===== src/hw/rtl/brr2x_pkg.sv =====
// Shared constants for the binary 2x2 rank-order reduction block.
// Field widths, register indexes and rank codes; no dependencies.
package brr2x_pkg;

    localparam int PIX_W             = 32;  // source pixels per word
    localparam int HALF_W            = 16;  // reduced pixels per result
    localparam int LANES             = PIX_W / 2;
    localparam int IDX_W             = 8;   // halfword index width
    localparam int LEVEL_W           = 3;   // rank_level register width
    localparam int WIDTH_W           = 13;  // width_pixels register width
    localparam int CFG_ADDR_W        = 1;
    localparam int CFG_DATA_W        = 13;
    localparam int CNT_W             = 14;  // wide enough for any word count
    localparam int MAX_WORDS_DEFAULT = 128;

    localparam logic [LEVEL_W-1:0] RANK_LEVEL_RESET   = 3'd1;
    localparam logic [WIDTH_W-1:0] WIDTH_PIXELS_RESET = 13'd4096;

    // configuration register indexes
    localparam logic [CFG_ADDR_W-1:0] REG_RANK_LEVEL   = 1'd0;
    localparam logic [CFG_ADDR_W-1:0] REG_WIDTH_PIXELS = 1'd1;

    // rank codes
    localparam logic [LEVEL_W-1:0] RANK_SUBSAMPLE = 3'd0;
    localparam logic [LEVEL_W-1:0] RANK_ONE       = 3'd1;
    localparam logic [LEVEL_W-1:0] RANK_TWO       = 3'd2;
    localparam logic [LEVEL_W-1:0] RANK_THREE     = 3'd3;

endpackage


===== src/hw/rtl/brr2x_lane.sv =====
// One 2x2 cell evaluator: two pixels of the stored row and two of the new row.
// Depends on brr2x_pkg for rank codes and widths.
module brr2x_lane (
    input  logic [1:0]                    top_pair,   // [1] left, [0] right
    input  logic [1:0]                    bot_pair,
    input  logic [brr2x_pkg::LEVEL_W-1:0] rank_level,
    output logic                          cell_bit
);

    logic [2:0] on_count;

    assign on_count = 3'(top_pair[1]) + 3'(top_pair[0]) + 3'(bot_pair[1]) + 3'(bot_pair[0]);

    always_comb begin
        case (rank_level)
            brr2x_pkg::RANK_SUBSAMPLE: cell_bit = top_pair[1];
            brr2x_pkg::RANK_ONE:       cell_bit = (on_count >= 3'd1);
            brr2x_pkg::RANK_TWO:       cell_bit = (on_count >= 3'd2);
            brr2x_pkg::RANK_THREE:     cell_bit = (on_count >= 3'd3);
            default:                   cell_bit = (on_count == 3'd4);  // four and above
        endcase
    end

endmodule


===== src/hw/rtl/brr2x_line_store.sv =====
// Line store holding the words of the last even source row.
// Single address, registered read; depends on brr2x_pkg for the word width.
module brr2x_line_store #(
    parameter int DEPTH = brr2x_pkg::MAX_WORDS_DEFAULT,
    parameter int AW    = 7
) (
    input  logic                        aclk,
    input  logic                        wr_en,
    input  logic                        rd_en,
    input  logic [AW-1:0]               addr,
    input  logic [brr2x_pkg::PIX_W-1:0] wr_data,
    output logic [brr2x_pkg::PIX_W-1:0] rd_data
);

    logic [brr2x_pkg::PIX_W-1:0] mem [DEPTH];
    logic [brr2x_pkg::PIX_W-1:0] rd_data_reg;

    always_ff @(posedge aclk) begin
        if (wr_en) begin
            mem[addr] <= wr_data;
        end
        if (rd_en) begin
            rd_data_reg <= mem[addr];
        end
    end

    assign rd_data = rd_data_reg;

endmodule


===== src/hw/rtl/binary_rank_reduce_2x_top.sv =====
// Top level of the binary 2x2 rank-order reduction block.
// Depends on brr2x_pkg, brr2x_line_store and brr2x_lane.
//
// Usage:
//   Slave stream: s_tdata carries one 32-pixel source word (bit 31 leftmost),
//   s_tuser[0] flags the first word of a frame and restarts row and column.
//   Master stream: one transaction per word of an odd source row whose column
//   lies below the emitting word count; m_tdata holds the 16 reduced pixels
//   and the halfword index, m_tlast flags the last halfword of an output row.
//   Even-row words and surplus columns produce no transaction.
//   Configuration: cfg_wr_en writes cfg_wdata to register cfg_addr (0 rank
//   level, 1 width in pixels); write only while the block is idle.
// Timing:
//   One word per cycle while the output is not stalled. A result passes from
//   its input transaction through the registered line-store read and read
//   stage, then through the sixteen cell lanes into the output register.
// Reset (aresetn low, synchronous) clears row and column position, empties
//   the pipeline and loads rank level 1 and width 4096. The line store is not
//   cleared; an odd row reads what the preceding even row wrote.
// Stall: while m_tready is low the output register holds, one more result
//   waits in the read stage, and s_tready drops only when both are full.
module binary_rank_reduce_2x_top #(
    parameter int MAX_WORDS_PER_ROW = brr2x_pkg::MAX_WORDS_DEFAULT
) (
    input  logic                             aclk,
    input  logic                             aresetn,
    // slave stream
    input  logic                             s_tvalid,
    output logic                             s_tready,
    input  logic [31:0]                      s_tdata,   // [31:0] pixel_word
    input  logic [0:0]                       s_tuser,   // [0] frame_start
    // master stream
    output logic                             m_tvalid,
    input  logic                             m_tready,
    output logic [23:0]                      m_tdata,   // [15:0] out_bits, [23:16] halfword_index
    output logic                             m_tlast,   // row_end
    // configuration write port
    input  logic                             cfg_wr_en,
    input  logic [brr2x_pkg::CFG_ADDR_W-1:0] cfg_addr,
    input  logic [brr2x_pkg::CFG_DATA_W-1:0] cfg_wdata
);

    localparam int CW     = (MAX_WORDS_PER_ROW > 1) ? $clog2(MAX_WORDS_PER_ROW) : 1;
    localparam int CNT_W  = brr2x_pkg::CNT_W;
    localparam int PIX_W  = brr2x_pkg::PIX_W;
    localparam int HALF_W = brr2x_pkg::HALF_W;
    localparam int IDX_W  = brr2x_pkg::IDX_W;
    localparam int WSH    = $clog2(PIX_W);

    // configuration registers
    logic [brr2x_pkg::LEVEL_W-1:0] rank_level_reg;
    logic [brr2x_pkg::WIDTH_W-1:0] width_pixels_reg;

    always_ff @(posedge aclk) begin
        if (!aresetn) begin
            rank_level_reg   <= brr2x_pkg::RANK_LEVEL_RESET;
            width_pixels_reg <= brr2x_pkg::WIDTH_PIXELS_RESET;
        end else if (cfg_wr_en) begin
            case (cfg_addr)
                brr2x_pkg::REG_RANK_LEVEL:   rank_level_reg <= cfg_wdata[brr2x_pkg::LEVEL_W-1:0];
                brr2x_pkg::REG_WIDTH_PIXELS: width_pixels_reg <= cfg_wdata[brr2x_pkg::WIDTH_W-1:0];
                default: ;
            endcase
        end
    end

    // words per row and emitting words, derived from the width
    logic [CNT_W-1:0] wpr_raw;
    logic [CNT_W-1:0] wpr;
    logic [CNT_W-1:0] owr2;
    logic [CNT_W-1:0] emit;

    always_comb begin
        wpr_raw = (CNT_W'(width_pixels_reg) + CNT_W'(PIX_W - 1)) >> WSH;
        if (wpr_raw == '0) begin
            wpr = CNT_W'(1);
        end else if (wpr_raw > CNT_W'(MAX_WORDS_PER_ROW)) begin
            wpr = CNT_W'(MAX_WORDS_PER_ROW);
        end else begin
            wpr = wpr_raw;
        end
        owr2 = ((CNT_W'(width_pixels_reg >> 1) + CNT_W'(PIX_W - 1)) >> WSH) << 1;
        emit = (owr2 < wpr) ? owr2 : wpr;
    end

    // row and column tracking
    logic [CW-1:0]    column_count_reg;
    logic             odd_row_reg;
    logic [CW-1:0]    col_cur;
    logic             odd_cur;
    logic [CNT_W-1:0] col_ext;
    logic [CNT_W-1:0] col_p1;
    logic             row_wrap;
    logic             emit_hit;
    logic             s_accept;

    assign s_accept = s_tvalid && s_tready;
    assign col_cur  = s_tuser[0] ? '0 : column_count_reg;
    assign odd_cur  = s_tuser[0] ? 1'b0 : odd_row_reg;
    assign col_ext  = CNT_W'(col_cur);
    assign col_p1   = col_ext + CNT_W'(1);
    assign row_wrap = (col_p1 >= wpr);
    assign emit_hit = odd_cur && (col_ext < emit);

    always_ff @(posedge aclk) begin
        if (!aresetn) begin
            column_count_reg <= '0;
            odd_row_reg      <= 1'b0;
        end else if (s_accept) begin
            column_count_reg <= row_wrap ? '0 : col_p1[CW-1:0];
            odd_row_reg      <= odd_cur ^ row_wrap;
        end
    end

    // line store: write on even rows, read on odd rows
    logic [PIX_W-1:0] top_word;

    brr2x_line_store #(
        .DEPTH (MAX_WORDS_PER_ROW),
        .AW    (CW)
    ) u_line_store (
        .aclk    (aclk),
        .wr_en   (s_accept && !odd_cur),
        .rd_en   (s_accept && odd_cur),
        .addr    (col_cur),
        .wr_data (s_tdata),
        .rd_data (top_word)
    );

    // read stage: bottom word and result tags, alongside the store read
    logic             s1_valid_reg;
    logic             s1_valid_next;
    logic [PIX_W-1:0] s1_word_reg;
    logic [IDX_W-1:0] s1_idx_reg;
    logic             s1_last_reg;
    logic             out_free;
    logic             out_load;
    logic             m_tvalid_reg;

    assign out_free = !m_tvalid_reg || m_tready;
    assign out_load = s1_valid_reg && out_free;
    assign s_tready = !s1_valid_reg || out_free;

    always_comb begin
        s1_valid_next = s1_valid_reg;
        if (s_accept) begin
            s1_valid_next = emit_hit;
        end else if (out_load) begin
            s1_valid_next = 1'b0;
        end
    end

    always_ff @(posedge aclk) begin
        if (!aresetn) begin
            s1_valid_reg <= 1'b0;
        end else begin
            s1_valid_reg <= s1_valid_next;
        end
    end

    always_ff @(posedge aclk) begin
        if (s_accept) begin
            s1_word_reg <= s_tdata;
            s1_idx_reg  <= IDX_W'(col_cur);
            s1_last_reg <= (col_p1 == emit);
        end
    end

    // cell lanes, merged into one halfword, leftmost cell in the top bit
    logic [HALF_W-1:0] cell_bits;

    for (genvar k = 0; k < brr2x_pkg::LANES; k++) begin : g_lane
        brr2x_lane u_lane (
            .top_pair   (top_word[PIX_W-1-2*k -: 2]),
            .bot_pair   (s1_word_reg[PIX_W-1-2*k -: 2]),
            .rank_level (rank_level_reg),
            .cell_bit   (cell_bits[HALF_W-1-k])
        );
    end

    // output register
    logic                    m_tvalid_next;
    logic [HALF_W+IDX_W-1:0] m_tdata_reg;
    logic                    m_tlast_reg;

    always_comb begin
        m_tvalid_next = m_tvalid_reg;
        if (out_load) begin
            m_tvalid_next = 1'b1;
        end else if (m_tready) begin
            m_tvalid_next = 1'b0;
        end
    end

    always_ff @(posedge aclk) begin
        if (!aresetn) begin
            m_tvalid_reg <= 1'b0;
        end else begin
            m_tvalid_reg <= m_tvalid_next;
        end
    end

    always_ff @(posedge aclk) begin
        if (out_load) begin
            m_tdata_reg <= {s1_idx_reg, cell_bits};
            m_tlast_reg <= s1_last_reg;
        end
    end

    assign m_tvalid = m_tvalid_reg;
    assign m_tdata  = m_tdata_reg;
    assign m_tlast  = m_tlast_reg;

endmodule


===== config.mk =====
export PLATFORM = sky130hd
export DESIGN_NAME = binary_rank_reduce_2x_top
export DESIGN_NICKNAME = d
export VERILOG_FILES = /design/src/hw/rtl/brr2x_pkg.sv /design/src/hw/rtl/brr2x_lane.sv /design/src/hw/rtl/brr2x_line_store.sv /design/src/hw/rtl/binary_rank_reduce_2x_top.sv
export SDC_FILE = /design/constraint.sdc
export NUM_CORES = 2
export LEC_CHECK = 0
export BUFFER_PORTS_ARGS = -buffer_cell sky130_fd_sc_hd__clkbuf_2
export CORE_MARGIN = 5
export CORE_UTILIZATION = 25
export DETAILED_ROUTE_END_ITERATION = 8
export PLACE_DENSITY = 0.34
export SYNTH_ARGS = -nofsm -noshare
export SYNTH_HDL_FRONTEND = slang
export SYNTH_SLANG_ARGS = --single-unit

===== constraint.sdc =====
create_clock -name aclk -period 5.7 [get_ports aclk]
set_input_delay 0 -clock aclk [delete_from_list [all_inputs] [get_ports aclk]]
set_output_delay 0 -clock aclk [all_outputs]
set_load 0.01 [all_outputs]

==> summary.txt <==
Pwr
  • Leakage: 60.64 nW
  • Switch Pwr: 0.01530 W
  • Sw frac: 22.84%
  • Combinational Power Share: 4.6%
  • Clock Power Share: 44.3%
  • Power share of the sequential group: 51.1%
  • Pwr/cell area: 345.3 nW/um^2
  • Internal power consumption: 0.05170 W
  • Peak supply drop: 0.0002778 V

Yosys
  • Netlist cell types: 86
  • Mean area per synthesized cell: 15.58 sq um
  • Simple logic cell fraction of the synthesized area: 4.993%
  • Post-synth top cells: 4,192 x edfxtp_1, 1,574 x nand2_1, 1,401 x a21oi_1
  • XOR/XNOR Fraction of Synth Area: 0.1250%
  • Post-synth top flop: edfxtp_1
  • Ys async rst share: 0%
  • Mapped Cells: 10,341
  • Cell Area, Synth: 161,200 sq um
  • Post-synth EDFFs: 4,192
  • Adder-Cell Fraction of Synth Area: 0.7655%
  • Largest family of logic cells by synthesized area: compound AO/OA/AOI/OAI gates
  • Synth Area in Compound Gates: 10.17%
  • Multiplexer share of the synthesized area: 3.651%
  • Register area share after synthesis: 78.43%
  • Share of the synthesized area in the top cell type: 78.11%
  • Seq cells post-synth: 4,218
  • Area leader, netlist: edfxtp_1
  • Area contributors post-synth: edfxtp_1 78%, a21oi_1 4.4%, nand2_1 3.7%, mux2i_1 3.5%, a221oi_1 1.9%
  • Syn. warnings: 0
  • Most common cell in the netlist: edfxtp_1

Finish
  • Share of layout cells above drive strength 1: 14.10%
  • Fill cells: 63,714
  • Sequential cell area: 126,400 sq um
  • Layout area overhead: 20.40%
  • Nets: 11,210
  • Area of the multi-input gates: 33,070 sq um
  • Max reg flops: 4,096
  • Utilization after layout: 30.13%

Status
  • Status: complete, but fails checks
  • Violated checks: max-capacitance violations, max-slew violations

Timing
  • RSZ-0062 raised after global routing: no
  • Final setup vio count: 0
  • Relative slew slack: -2.497%
  • Fmax: 193.7 MHz
  • Final worst slack: 0.5367 ns
  • TNS Setup: 0 ns
  • Slew @ Worst Pin: 1.499 ns
  • Min cycle time layout: 5.163 ns
  • Final Hold Fails: 0
  • Max-slew violation count: 1
  • Setup clock skew after layout: 0.1220 ns
  • Final worst path period share: 90.58%

Detailed routing
  • Routed Antenna Nets: 0
  • Drt first pass iters: 8
  • Final wirelength: 666.4 mm
  • DR vias/cell: 4.861
  • Total number of vias: 97,683
  • Routed wire length per instance: 33.16 um
  • Initial DRC Count: 10,678
  • DRC viols: 0

Critical path
  • CP arrival: 5.91 ns
  • CP Launch Type: flip-flop
  • CP top delay family: simple AND/OR/NAND/NOR gates
  • WP data required: 6.45 ns
  • CP max stage delay: 0.86 ns
  • Crit end category: flip-flop
  • Worst R2R Path Depth: 10
  • Slowest cell on the critical path: nor3_1
  • CP most frequent cell: buf_4
  • Setup CP Type: reg -> reg
  • Buffers & Inverters on Critical Path: 3
  • Crit path cell chain: buf_4 > or3b_4 > buf_12 > buf_4 > o21ai_1 > a221oi_1 > a21oi_1 > or4_1 > nor3_1 > o2111ai_1
  • Worst-path fanout max: 28
  • WP depth: 10

Clock network
  • Clock sinks: 4,218
  • Clk buf depth: 4
  • CTS clk-pin slew, worst paths: 0.06 ns
  • Post-CTS Setup Bufs: 0
  • CTS tree: built
  • Num CTS Buffers: 474
  • H-tree levels: 5
  • Root Driver: clkbuf_16
  • Clk Latency, worst-skew pair: 1.09 ns

Min path
  • Hold Crit Depth: 2
  • Hold Path Class: in -> reg

Die
  • Core area: 644,100 sq um
  • Starting Density: 25.02%
  • Die Height: 812.9 um
  • Die area: 660,800 sq um
  • Row cnt: 295
  • Top Ports: 79
  • Die W: 812.9 um

Run
  • Maxcap violations: 1

Placed design
  • # port buffers: 77
  • Post-DP HPWL: 404.9 mm
  • Placer congestion estimate: 0.8240
  • Place WS: 0.6829 ns

Global routing
  • Pin count of the biggest net entering global routing: 98
  • Initial antenna violation count: 72
  • First-pass GRT wire length: 892.0 mm
  • Gr usage total: 19.59%
  • Remaining Overflow, GRT: 0
  • Number of global-route vias before repair: 96,600
==> routing by layer <==
layer	up-vias	GRT usage [%]	wire [um]
met3	685	2.702	36520
met4	10	4.885	18060
met2	3149	31.13	303800
li1	41721	-	-
met5	-	0	65
met1	52118	28.20	307900
==> power groups by stage <==
stage	combinational, W	clock (W)	sequential [W]
4_1_cts	0.00317	0.0305	0.0342
5_1_grt	0.00330	0.0318	0.0342
2_1_floorplan	0.00123	0	0.0348
3_5_place_dp	0.00306	0	0.0349
3_3_place_gp	0.00304	0	0.0349
6_report	0.00311	0.0297	0.0342
==> placed cells by master, fill, tap and decap left out, drive strengths merged, types with 14 or more instances in the layout <==
cell type,n
edfxtp,4192
nand2,1574
a21oi,1401
buf,719
clkbuf,627
mux2i,566
o21ai,469
a221oi,346
clkinv,231
nor2,191
dlygate4sd3,117
inv,109
o22ai,87
a2111oi,78
ha,73
a22oi,53
nand3,36
nor3,36
nor4,34
a22o,31
bufinv,31
a211oi,30
nand4b,26
dfxtp,26
o31ai,24
diode,23
a221o,23
o41ai,23
a222oi,21
a21boi,21
nand4,20
mux2,19
a311oi,19
o221ai,16
fa,16
xnor2,14
nor2b,14
==> worst paths after layout <==
check	startpoint	to	slack, ns
min	s_tdata[6]	u_line_store.mem[4][6]	0.11
max reg2reg	column_count_reg[1]	u_line_store.rd_data[5]	0.54
max	column_count_reg[1]	u_line_store.rd_data[5]	0.54
min reg2reg	s1_idx_reg[5]	m_tdata[21]	0.43
==> logic make-up (layout without fill, tap and decap cells) <==
logic type               Yosys count  in the layout
AO/OA/AOI/OAI                   2710           2710
XOR/XNOR                          23             23
adder cells (fa/ha/maj)           89             89
buffers and inverters            728           1846
flip-flops                      4218           4218
multiplexers                     585            585
other                              2             26
AND/OR/NAND/NOR                 1986           1986
==> layout make-up <==
type | count | share of cell area, %
well taps | 8613 | 5.554
clock buffers | 582 | 6.344
inverters | 98 | 0.1935
clock inverters | 285 | 1.310
repair buffers | 881 | 4.379
multi-input cells | 5396 | 17.04
diodes | 23 | 0.02966
flip-flops and latches | 4218 | 65.15
==> metrics by stage <==
step,hold slack (ns),total power [W],cell area [sq um],instances
2_1_floorplan,0.09887,0.03607,161200,10342
3_3_place_gp,0.2428,0.03791,177700,19079
3_5_place_dp,0.2385,0.03793,177700,19080
4_1_cts,0.007785,0.06787,194000,20073
5_1_grt,0.06108,0.06927,194000,20079
6_report,0.1067,0.06700,194000,20096
==> timing repair <==
item                                   in CTS  in global routing
hold buffers                              126                  0
gates resized for setup                     0                  0
endpoints found under the hold margin    3344                  0
(Power assumes the default switching activity.)
